--- config.mk ---
export PLATFORM = sky130hd
export DESIGN_NAME = content_length_message_deframer_core
export DESIGN_NICKNAME = d
export VERILOG_FILES = /design/src/sv/clmd_pkg.sv /design/src/sv/clmd_in_stage.sv /design/src/sv/clmd_parser.sv /design/src/sv/clmd_out_stage.sv /design/src/sv/content_length_message_deframer_core.sv
export SDC_FILE = /design/constraint.sdc
export NUM_CORES = 1
export LEC_CHECK = 0
export ABC_AREA = 0
export BUFFER_PORTS_ARGS = -buffer_cell sky130_fd_sc_hd__clkbuf_2
export CAP_MARGIN = 30
export CORE_ASPECT_RATIO = 1.5
export CORE_MARGIN = 2
export CORE_UTILIZATION = 39
export DETAILED_ROUTE_END_ITERATION = 6
export GPL_TIMING_DRIVEN = 0
export HOLD_SLACK_MARGIN = 0.03
export PLACE_DENSITY_LB_ADDON = 0.2
export SKIP_CTS_REPAIR_TIMING = 1
export SYNTH_ARGS = -nofsm -noshare
export SYNTH_HDL_FRONTEND = slang
export SYNTH_SLANG_ARGS = --single-unit
--- constraint.sdc ---
create_clock -name clk -period 4.8 [get_ports clk]
set_input_delay 0.48 -clock clk [delete_from_list [all_inputs] [get_ports clk]]
set_output_delay 0.48 -clock clk [all_outputs]
set_load 0.1 [all_outputs]
--- src/sv/clmd_pkg.sv ---
// shared types, constants and helpers for the content-length deframer
package clmd_pkg;

    localparam int LEN_BITS = 24;
    localparam int CFG_BITS = 24;
    localparam int LV_BITS  = LEN_BITS + 1;
    localparam int MUL_BITS = LEN_BITS + 5;
    localparam int CMP_BITS = (LV_BITS > CFG_BITS) ? LV_BITS : CFG_BITS;

    localparam logic [LEN_BITS:0] LEN_CAP = {1'b1, {LEN_BITS{1'b0}}};

    localparam logic [3:0] KEY_LEN     = 4'd14;
    localparam logic [3:0] KEY_NOMATCH = 4'd15;

    localparam logic [7:0] CH_TAB   = 8'h09;
    localparam logic [7:0] CH_LF    = 8'h0A;
    localparam logic [7:0] CH_VT    = 8'h0B;
    localparam logic [7:0] CH_FF    = 8'h0C;
    localparam logic [7:0] CH_CR    = 8'h0D;
    localparam logic [7:0] CH_SP    = 8'h20;
    localparam logic [7:0] CH_ZERO  = 8'h30;
    localparam logic [7:0] CH_NINE  = 8'h39;
    localparam logic [7:0] CH_COLON = 8'h3A;

    typedef enum logic {
        PH_HEADER,
        PH_BODY
    } phase_t;

    typedef enum logic [1:0] {
        LS_NONE,
        LS_VALID,
        LS_BAD
    } len_state_t;

    typedef enum logic [1:0] {
        ST_OK,
        ST_MISSING,
        ST_BADLEN,
        ST_TRUNC
    } status_t;

    typedef struct packed {
        logic started;
        logic ended;
        logic digits;
        logic keyok;
        logic colon;
    } line_flags_t;

    typedef struct packed {
        logic       eos;
        logic [7:0] data;
    } in_item_t;

    typedef struct packed {
        status_t    status;
        logic       last;
        logic       body_valid;
        logic [7:0] body_byte;
    } result_t;

    function automatic logic [7:0] key_char(input logic [3:0] idx);
        logic [7:0] c;
        case (idx)
            4'd0:    c = 8'h43; // C
            4'd1:    c = 8'h6F; // o
            4'd2:    c = 8'h6E; // n
            4'd3:    c = 8'h74; // t
            4'd4:    c = 8'h65; // e
            4'd5:    c = 8'h6E; // n
            4'd6:    c = 8'h74; // t
            4'd7:    c = 8'h2D; // -
            4'd8:    c = 8'h4C; // L
            4'd9:    c = 8'h65; // e
            4'd10:   c = 8'h6E; // n
            4'd11:   c = 8'h67; // g
            4'd12:   c = 8'h74; // t
            4'd13:   c = 8'h68; // h
            default: c = 8'h00;
        endcase
        return c;
    endfunction

endpackage

--- src/sv/clmd_in_stage.sv ---
// input register stage of the deframer
module clmd_in_stage
    import clmd_pkg::*;
(
    input  logic     clk,
    input  logic     rst_n,
    input  logic     s_tvalid,
    output logic     s_tready,
    input  in_item_t s_item,
    input  logic     advance,
    output logic     item_valid,
    output in_item_t item
);

    logic     in_valid_reg;
    logic     in_valid_next;
    in_item_t in_item_reg;

    assign s_tready   = !in_valid_reg || advance;
    assign item_valid = in_valid_reg;
    assign item       = in_item_reg;

    always_comb
    begin
        in_valid_next = in_valid_reg;
        if (s_tready)
        begin
            in_valid_next = s_tvalid;
        end
    end

    always_ff @(posedge clk or negedge rst_n)
    begin
        if (!rst_n)
        begin
            in_valid_reg <= 1'b0;
        end
        else
        begin
            in_valid_reg <= in_valid_next;
        end
    end

    always_ff @(posedge clk)
    begin
        if (s_tvalid && s_tready)
        begin
            in_item_reg <= s_item;
        end
    end

endmodule

--- src/sv/clmd_parser.sv ---
// header parser, body counter and length limit register
module clmd_parser
    import clmd_pkg::*;
(
    input  logic                clk,
    input  logic                rst_n,
    input  logic                cfg_wr_en,
    input  logic [CFG_BITS-1:0] cfg_wr_data,
    input  logic                step,
    input  in_item_t            item,
    output logic                res_valid,
    output result_t             res
);

    logic [CFG_BITS-1:0] max_len_reg;
    phase_t              phase_reg;
    phase_t              phase_next;
    logic [1:0]          sep_reg;
    logic [1:0]          sep_next;
    logic [3:0]          key_idx_reg;
    logic [3:0]          key_idx_next;
    line_flags_t         flags_reg;
    line_flags_t         flags_next;
    logic [LV_BITS-1:0]  len_val_reg;
    logic [LV_BITS-1:0]  len_val_next;
    len_state_t          len_st_reg;
    len_state_t          len_st_next;
    logic [LEN_BITS-1:0] remain_reg;
    logic [LEN_BITS-1:0] remain_next;

    logic [7:0]          b;
    logic [MUL_BITS-1:0] acc_ext;
    logic [MUL_BITS-1:0] acc_sum;
    logic                too_big;
    logic                is_last;

    assign b       = item.data;
    assign acc_ext = MUL_BITS'(len_val_reg);
    assign acc_sum = (acc_ext << 3) + (acc_ext << 1) + MUL_BITS'(b[3:0]);
    assign too_big = len_val_reg[LEN_BITS]
        || (CMP_BITS'(len_val_reg) > CMP_BITS'(max_len_reg));
    assign is_last = (remain_reg <= LEN_BITS'(1));

    always_comb
    begin
        phase_next   = phase_reg;
        sep_next     = sep_reg;
        key_idx_next = key_idx_reg;
        flags_next   = flags_reg;
        len_val_next = len_val_reg;
        len_st_next  = len_st_reg;
        remain_next  = remain_reg;
        res_valid    = 1'b0;
        res          = '0;
        if (step)
        begin
            if (item.eos)
            begin
                res_valid    = (phase_reg == PH_BODY) || flags_reg.started;
                res.last     = 1'b1;
                res.status   = ST_TRUNC;
                phase_next   = PH_HEADER;
                sep_next     = '0;
                key_idx_next = '0;
                flags_next   = '0;
                len_val_next = '0;
                len_st_next  = LS_NONE;
                remain_next  = '0;
            end
            else if (phase_reg == PH_BODY)
            begin
                res_valid      = 1'b1;
                res.body_byte  = b;
                res.body_valid = 1'b1;
                res.last       = is_last;
                res.status     = ST_OK;
                remain_next    = is_last ? '0 : remain_reg - LEN_BITS'(1);
                if (is_last)
                begin
                    phase_next = PH_HEADER;
                end
            end
            else if (sep_reg == 2'd3 && b == CH_LF)
            begin
                // end of header block
                sep_next     = '0;
                key_idx_next = '0;
                flags_next   = '0;
                len_val_next = '0;
                len_st_next  = LS_NONE;
                remain_next  = '0;
                res.last     = 1'b1;
                if (len_st_reg == LS_NONE)
                begin
                    res_valid  = 1'b1;
                    res.status = ST_MISSING;
                end
                else if (len_st_reg == LS_BAD || too_big)
                begin
                    res_valid  = 1'b1;
                    res.status = ST_BADLEN;
                end
                else if (len_val_reg == '0)
                begin
                    res_valid  = 1'b1;
                    res.status = ST_OK;
                end
                else
                begin
                    phase_next  = PH_BODY;
                    remain_next = len_val_reg[LEN_BITS-1:0];
                end
            end
            else
            begin
                flags_next.started = 1'b1;
                if ((sep_reg == 2'd0 || sep_reg == 2'd2) && b == CH_CR)
                begin
                    sep_next = sep_reg + 2'd1;
                end
                else if (sep_reg == 2'd1 && b == CH_LF)
                begin
                    sep_next = 2'd2;
                end
                else
                begin
                    sep_next = (b == CH_CR) ? 2'd1 : 2'd0;
                end

                if (b == CH_LF)
                begin
                    // line end
                    if (flags_reg.keyok)
                    begin
                        len_st_next = flags_reg.digits ? LS_VALID : LS_BAD;
                    end
                    flags_next         = '0;
                    flags_next.started = 1'b1;
                    key_idx_next       = '0;
                end
                else if (!flags_reg.colon)
                begin
                    if (b == CH_COLON)
                    begin
                        flags_next.colon = 1'b1;
                        if (key_idx_reg == KEY_LEN)
                        begin
                            flags_next.keyok = 1'b1;
                            len_val_next     = '0;
                        end
                    end
                    else if (key_idx_reg < KEY_LEN && b == key_char(key_idx_reg))
                    begin
                        key_idx_next = key_idx_reg + 4'd1;
                    end
                    else
                    begin
                        key_idx_next = KEY_NOMATCH;
                    end
                end
                else if (flags_reg.keyok && !flags_reg.ended)
                begin
                    if (b >= CH_ZERO && b <= CH_NINE)
                    begin
                        len_val_next = (acc_sum > MUL_BITS'(LEN_CAP))
                            ? LEN_CAP : acc_sum[LV_BITS-1:0];
                        flags_next.digits = 1'b1;
                    end
                    else if (!flags_reg.digits && (b == CH_SP || b == CH_TAB
                        || b == CH_CR || b == CH_VT || b == CH_FF))
                    begin
                        // leading white space
                        flags_next.ended = 1'b0;
                    end
                    else
                    begin
                        flags_next.ended = 1'b1;
                    end
                end
            end
        end
    end

    always_ff @(posedge clk or negedge rst_n)
    begin
        if (!rst_n)
        begin
            max_len_reg <= '1;
            phase_reg   <= PH_HEADER;
            sep_reg     <= '0;
            key_idx_reg <= '0;
            flags_reg   <= '0;
            len_val_reg <= '0;
            len_st_reg  <= LS_NONE;
            remain_reg  <= '0;
        end
        else
        begin
            if (cfg_wr_en)
            begin
                max_len_reg <= cfg_wr_data;
            end
            phase_reg   <= phase_next;
            sep_reg     <= sep_next;
            key_idx_reg <= key_idx_next;
            flags_reg   <= flags_next;
            len_val_reg <= len_val_next;
            len_st_reg  <= len_st_next;
            remain_reg  <= remain_next;
        end
    end

`ifndef SYNTHESIS
    a_body_has_bytes: assert property (@(posedge clk) disable iff (!rst_n)
        phase_reg == PH_BODY |-> remain_reg != '0)
        else $error("body phase with no bytes left");

    a_header_no_count: assert property (@(posedge clk) disable iff (!rst_n)
        phase_reg == PH_HEADER |-> remain_reg == '0)
        else $error("byte count left over in header phase");

    a_ended_needs_key: assert property (@(posedge clk) disable iff (!rst_n)
        flags_reg.ended |-> (flags_reg.keyok && flags_reg.colon))
        else $error("value end without a matching key");

    a_body_result_ok: assert property (@(posedge clk) disable iff (!rst_n)
        (res_valid && res.body_valid) |-> (res.status == ST_OK
        && phase_reg == PH_BODY))
        else $error("body byte out of body phase");
`endif

endmodule

--- src/sv/clmd_out_stage.sv ---
// result register of the deframer
module clmd_out_stage
    import clmd_pkg::*;
(
    input  logic    clk,
    input  logic    rst_n,
    input  logic    load,
    input  result_t res,
    output logic    out_free,
    output logic    m_tvalid,
    input  logic    m_tready,
    output result_t m_res
);

    logic    out_valid_reg;
    logic    out_valid_next;
    result_t out_res_reg;

    assign out_free = !out_valid_reg || m_tready;
    assign m_tvalid = out_valid_reg;
    assign m_res    = out_res_reg;

    always_comb
    begin
        out_valid_next = out_valid_reg;
        if (load)
        begin
            out_valid_next = 1'b1;
        end
        else if (m_tready)
        begin
            out_valid_next = 1'b0;
        end
    end

    always_ff @(posedge clk or negedge rst_n)
    begin
        if (!rst_n)
        begin
            out_valid_reg <= 1'b0;
        end
        else
        begin
            out_valid_reg <= out_valid_next;
        end
    end

    always_ff @(posedge clk)
    begin
        if (load)
        begin
            out_res_reg <= res;
        end
    end

endmodule

--- src/sv/content_length_message_deframer_core.sv ---
// top level of the content-length message deframer
// usage:
// - the slave channel takes one stream byte per transaction in s_tdata,
//   with s_tlast marking end of stream (the byte is then ignored)
// - the master channel gives body bytes in m_tdata, m_tuser[0] set when
//   a byte is carried and m_tuser[2:1] the status code; m_tlast marks the
//   final body byte, an empty message, an error or a truncation
// - the header is consumed silently; only body bytes, empty messages,
//   errors and truncations produce a master transaction
// - cfg_wr_en / cfg_wr_data set the largest accepted body length; write it
//   only while the block is idle
// - a result passes the input register and then the result register before it is presented
// - throughput: one byte per cycle while m_tready is high, set by the single
//   parser stage between the input register and the result register
// - when m_tready is low the result register holds and s_tready drops once
//   the input register also holds a byte, whether or not it makes a result
// - reset clears the valid flags of both registers and all parser state and
//   sets the length limit to its maximum
module content_length_message_deframer_core
    import clmd_pkg::*;
(
    input  logic                clk,
    input  logic                rst_n,
    input  logic                s_tvalid,
    output logic                s_tready,
    input  logic [7:0]          s_tdata,  // data_byte
    input  logic                s_tlast,  // end_of_stream
    output logic                m_tvalid,
    input  logic                m_tready,
    output logic [7:0]          m_tdata,  // body_byte
    output logic [2:0]          m_tuser,  // body_valid, status[1:0]
    output logic                m_tlast,  // last_of_message
    input  logic                cfg_wr_en,
    input  logic [CFG_BITS-1:0] cfg_wr_data
);

    in_item_t s_item;
    in_item_t item;
    logic     item_valid;
    logic     out_free;
    logic     advance;
    logic     res_valid;
    result_t  res;
    result_t  m_res;

    assign s_item.data = s_tdata;
    assign s_item.eos  = s_tlast;
    assign advance     = item_valid && out_free;

    clmd_in_stage u_in_stage (
        .clk        (clk),
        .rst_n      (rst_n),
        .s_tvalid   (s_tvalid),
        .s_tready   (s_tready),
        .s_item     (s_item),
        .advance    (advance),
        .item_valid (item_valid),
        .item       (item)
    );

    clmd_parser u_parser (
        .clk         (clk),
        .rst_n       (rst_n),
        .cfg_wr_en   (cfg_wr_en),
        .cfg_wr_data (cfg_wr_data),
        .step        (advance),
        .item        (item),
        .res_valid   (res_valid),
        .res         (res)
    );

    clmd_out_stage u_out_stage (
        .clk      (clk),
        .rst_n    (rst_n),
        .load     (res_valid),
        .res      (res),
        .out_free (out_free),
        .m_tvalid (m_tvalid),
        .m_tready (m_tready),
        .m_res    (m_res)
    );

    assign m_tdata = m_res.body_byte;
    assign m_tuser = {m_res.status, m_res.body_valid};
    assign m_tlast = m_res.last;

endmodule
==> out/summary.txt <==
grt ovf: 0
clk_lat worst skew: 0.36 ns
Detailed Routing Iterations Pass 1: 5
RSZ-0062 raised after global routing: no
Synth Flop Type: dfrtp_1
area leader, netlist: dfrtp_1
Mapped Nets: 995
die area: 21600 µm²
Pleak: 4.11 nW
Tightest Pin Transition: 0.815 ns
Comb pwr share: 0.129
register area share after synthesis: 0.363
sequential share of power: 0.513
max-cap violation count: 0
CP Class: flop to flop
fin area: 8860 µm²
routed length per placed instance: 18.2 µm
Slew headroom: 0.453
Internal: 1.44 mW
CTS tree: done
H-tree levels: 3
Die Wd: 121 µm
CP Capture Type: flop
first-pass GRT wire length: 34800 µm
largest net degree at the start of global routing: 47
endpoints failing setup: 0
Max Clk Rate: 0.236 GHz
Ys Warns: 0
Crit path required time: 5.06 ns
TNS Setup: 0 ns
# clock sinks: 110
worst-path fanout max: 10
# diodes: 0
vias per std cell: 5.69
Yosys top cell area share: 0.204
core area: 20200 µm²
ranking of synthesized cells by area: dfrtp_1, ha_1, dfstp_2, edfxtp_1, o21ai_0
clk root buf: clkbuf_16
num rows: 64
Initial Util: 0.395
maximum vdd drop: 0.155 mV
instance area at placement: 8580 µm²
initial antenna violation count: 0
routability-driven placement congestion ratio: 0.900
outcome: complete, no violations
min Tclk post-route: 4.24 ns
Post-Syn Instances: 871
clk slew on worst S/H paths: 0.08 ns
worst min path class: primary input to asynchronous set/reset pin
area delta synth->final: 11.2%
Slew Viols, Final: 0
hpwl dp: 16900 µm
CTS Buffer Depth: 2
switching power total: 559 µW
Netlist cell types: 80
Clock power frac: 0.357
Async SR Flop Fraction: 0.809
Final period util: 0.884
Die Y: 179 µm
drc violations: 0
IO Pins: 52
CTS buffer count: 9
startpoint types: flop
clk_skew: 0.0118 ns
max reg flops: 25
dpl ws: 0.535 ns
final net count: 1058
GRT Total Usage: 0.206
Post-Syn Area: 7960 µm²
Hold WS: 0.167 ns
remaining antenna violation count after routing: 0
final WL: 21900 µm
Worst Path Arrival: 4.50 ns
EDFF count, synth: 21
Net Sw Frac: 0.280
IO Port Bufs: 50
layout cell share with drive strength beyond 1: 0.153
fillers: 2048
DR iter-0 viols: 431
vias: 6844
Synth Register Bits: 110
PD cells: 225 nW/µm²
vias in the first global route: 6480
Avg Cell Area, Syn: 9.14 µm²
slack of the critical path: 0.558 ns
Final Hold Viols: 0
[worst paths after layout]
path	from	to	slack [ns]	depth (start not counted)
max in group asynchronous	rst_n	u_parser.max_len_reg[20]$_DFFE_PN1P_	3.92	2
max	u_in_stage.item[3]$_DFFE_PP_	u_parser.len_val_reg[14]$_DFFE_PN0P_	0.56	13
min in group clk	s_tlast	u_in_stage.item[8]$_DFFE_PP_	0.29	1
min reg2reg	u_parser.len_st_reg[1]$_DFFE_PN0P_	u_parser.len_st_reg[1]$_DFFE_PN0P_	0.50	2
max reg2reg	u_in_stage.item[3]$_DFFE_PP_	u_parser.len_val_reg[14]$_DFFE_PN0P_	0.56	13
min	rst_n	u_parser.key_idx_reg[0]$_DFFE_PN0P_	0.17	1
[cells in the mapped netlist, drive strengths merged (3+ instances only)]
library cell,number
a31o,3
o2bb2ai,3
xnor2,14
nand2,96
a2111o,3
a41oi,3
a221oi,4
nand3,17
and3,4
clkbuf,19
and2,8
inv,45
nor4,15
nor2,67
nor2b,12
o41ai,8
o21a,7
or4,5
a31oi,8
or3,5
o21ai,85
a21oi,55
o211a,4
dfrtp,65
o21bai,3
nor4b,4
o31ai,13
dfstp,24
edfxtp,21
mux2,4
a21o,23
a221o,14
a211oi,3
ha,84
nand4,16
nor3b,10
nand2b,11
nor3,25
xor2,8
buf,16
o211ai,8
[cells in the final DEF (no fill, tap or decap), types with 14 or more instances in the layout]
| master | Yosys | layout |
|---|---|---|
| nor3_1 | 23 | 23 |
| nor2_1 | 67 | 67 |
| a221o_1 | 14 | 14 |
| nand4_1 | 15 | 15 |
| edfxtp_1 | 21 | 21 |
| nor4_1 | 15 | 15 |
| o21ai_0 | 80 | 80 |
| clkbuf_2 | 1 | 50 |
| a21oi_1 | 51 | 51 |
| xnor2_1 | 14 | 14 |
| ha_1 | 84 | 84 |
| dfstp_2 | 24 | 24 |
| dfrtp_1 | 65 | 65 |
| clkbuf_1 | 15 | 15 |
| nand3_1 | 16 | 16 |
| a21o_1 | 22 | 22 |
| inv_1 | 45 | 45 |
| nand2_1 | 95 | 95 |
[cell type report]
class,instances,area (µm²),share of cell area
flip-flops and latches,110,2890,0.326
inverters,45,169,0.0191
plain buffers,35,201,0.0227
repair buffers,52,288,0.0325
clock inverters,7,50.0,0.00565
multi-input cells,681,4710,0.531
clock buffers,9,225,0.0254
well taps,264,330,0.0373
[layer usage]
| metal | up-vias | share of wire | global-route usage |
|---|---|---|---|
| li1 | 3349 | - | - |
| met1 | 3316 | 0.40 | 0.236 |
| met2 | 141 | 0.54 | 0.388 |
| met3 | 38 | 0.030 | 0.0254 |
| met4 | 0 | 0.034 | 0.0756 |
| met5 | - | 0 | 0 |
[critical path, cell delays in order, from the launching register on]
cell,delay [ns]
edfxtp_1,0.51
inv_1,0.16
fa_1,0.61
inv_1,0.06
ha_1,0.30
a211oi_1,0.36
o21ai_1,0.16
a221oi_2,0.53
a31oi_1,0.26
a31oi_1,0.28
mux2i_2,0.36
nand2_4,0.12
buf_6,0.17
o41ai_4,0.26
[power by group through the flow]
| stage | Sequential [mW] | Combinational [mW] | Clock (mW) |
|---|---|---|---|
| finish | 1.02 | 0.258 | 0.713 |
| global placement | 1.04 | 0.255 | 0 |
| CTS | 1.02 | 0.262 | 0.733 |
| floorplan | 1.07 | 0.139 | 0 |
| global route | 1.03 | 0.291 | 0.766 |
| detailed placement | 1.04 | 0.261 | 0 |
[logic make-up after synthesis]
group | after synthesis | share of synthesized area
XOR/XNOR | 22 | 0.0242
buffers and inverters | 80 | 0.0465
adder cells (fa/ha/maj) | 86 | 0.137
multiplexers | 6 | 0.00864
AO/OA/AOI/OAI | 265 | 0.229
flip-flops | 110 | 0.363
AND/OR/NAND/NOR | 302 | 0.192
[stage by stage]
| step | instances | power, mW | util |
|---|---|---|---|
| after floorplan | 871 | 1.21 | - |
| after global placement | 1185 | 1.30 | 0.423 |
| after detailed placement | 1187 | 1.30 | 0.425 |
| after CTS | 1203 | 2.02 | 0.439 |
| after global routing | 1203 | 2.09 | 0.439 |
| final | 1203 | 2.00 | 0.439 |
No activity file was read; power rests on OpenSTA's default activity.
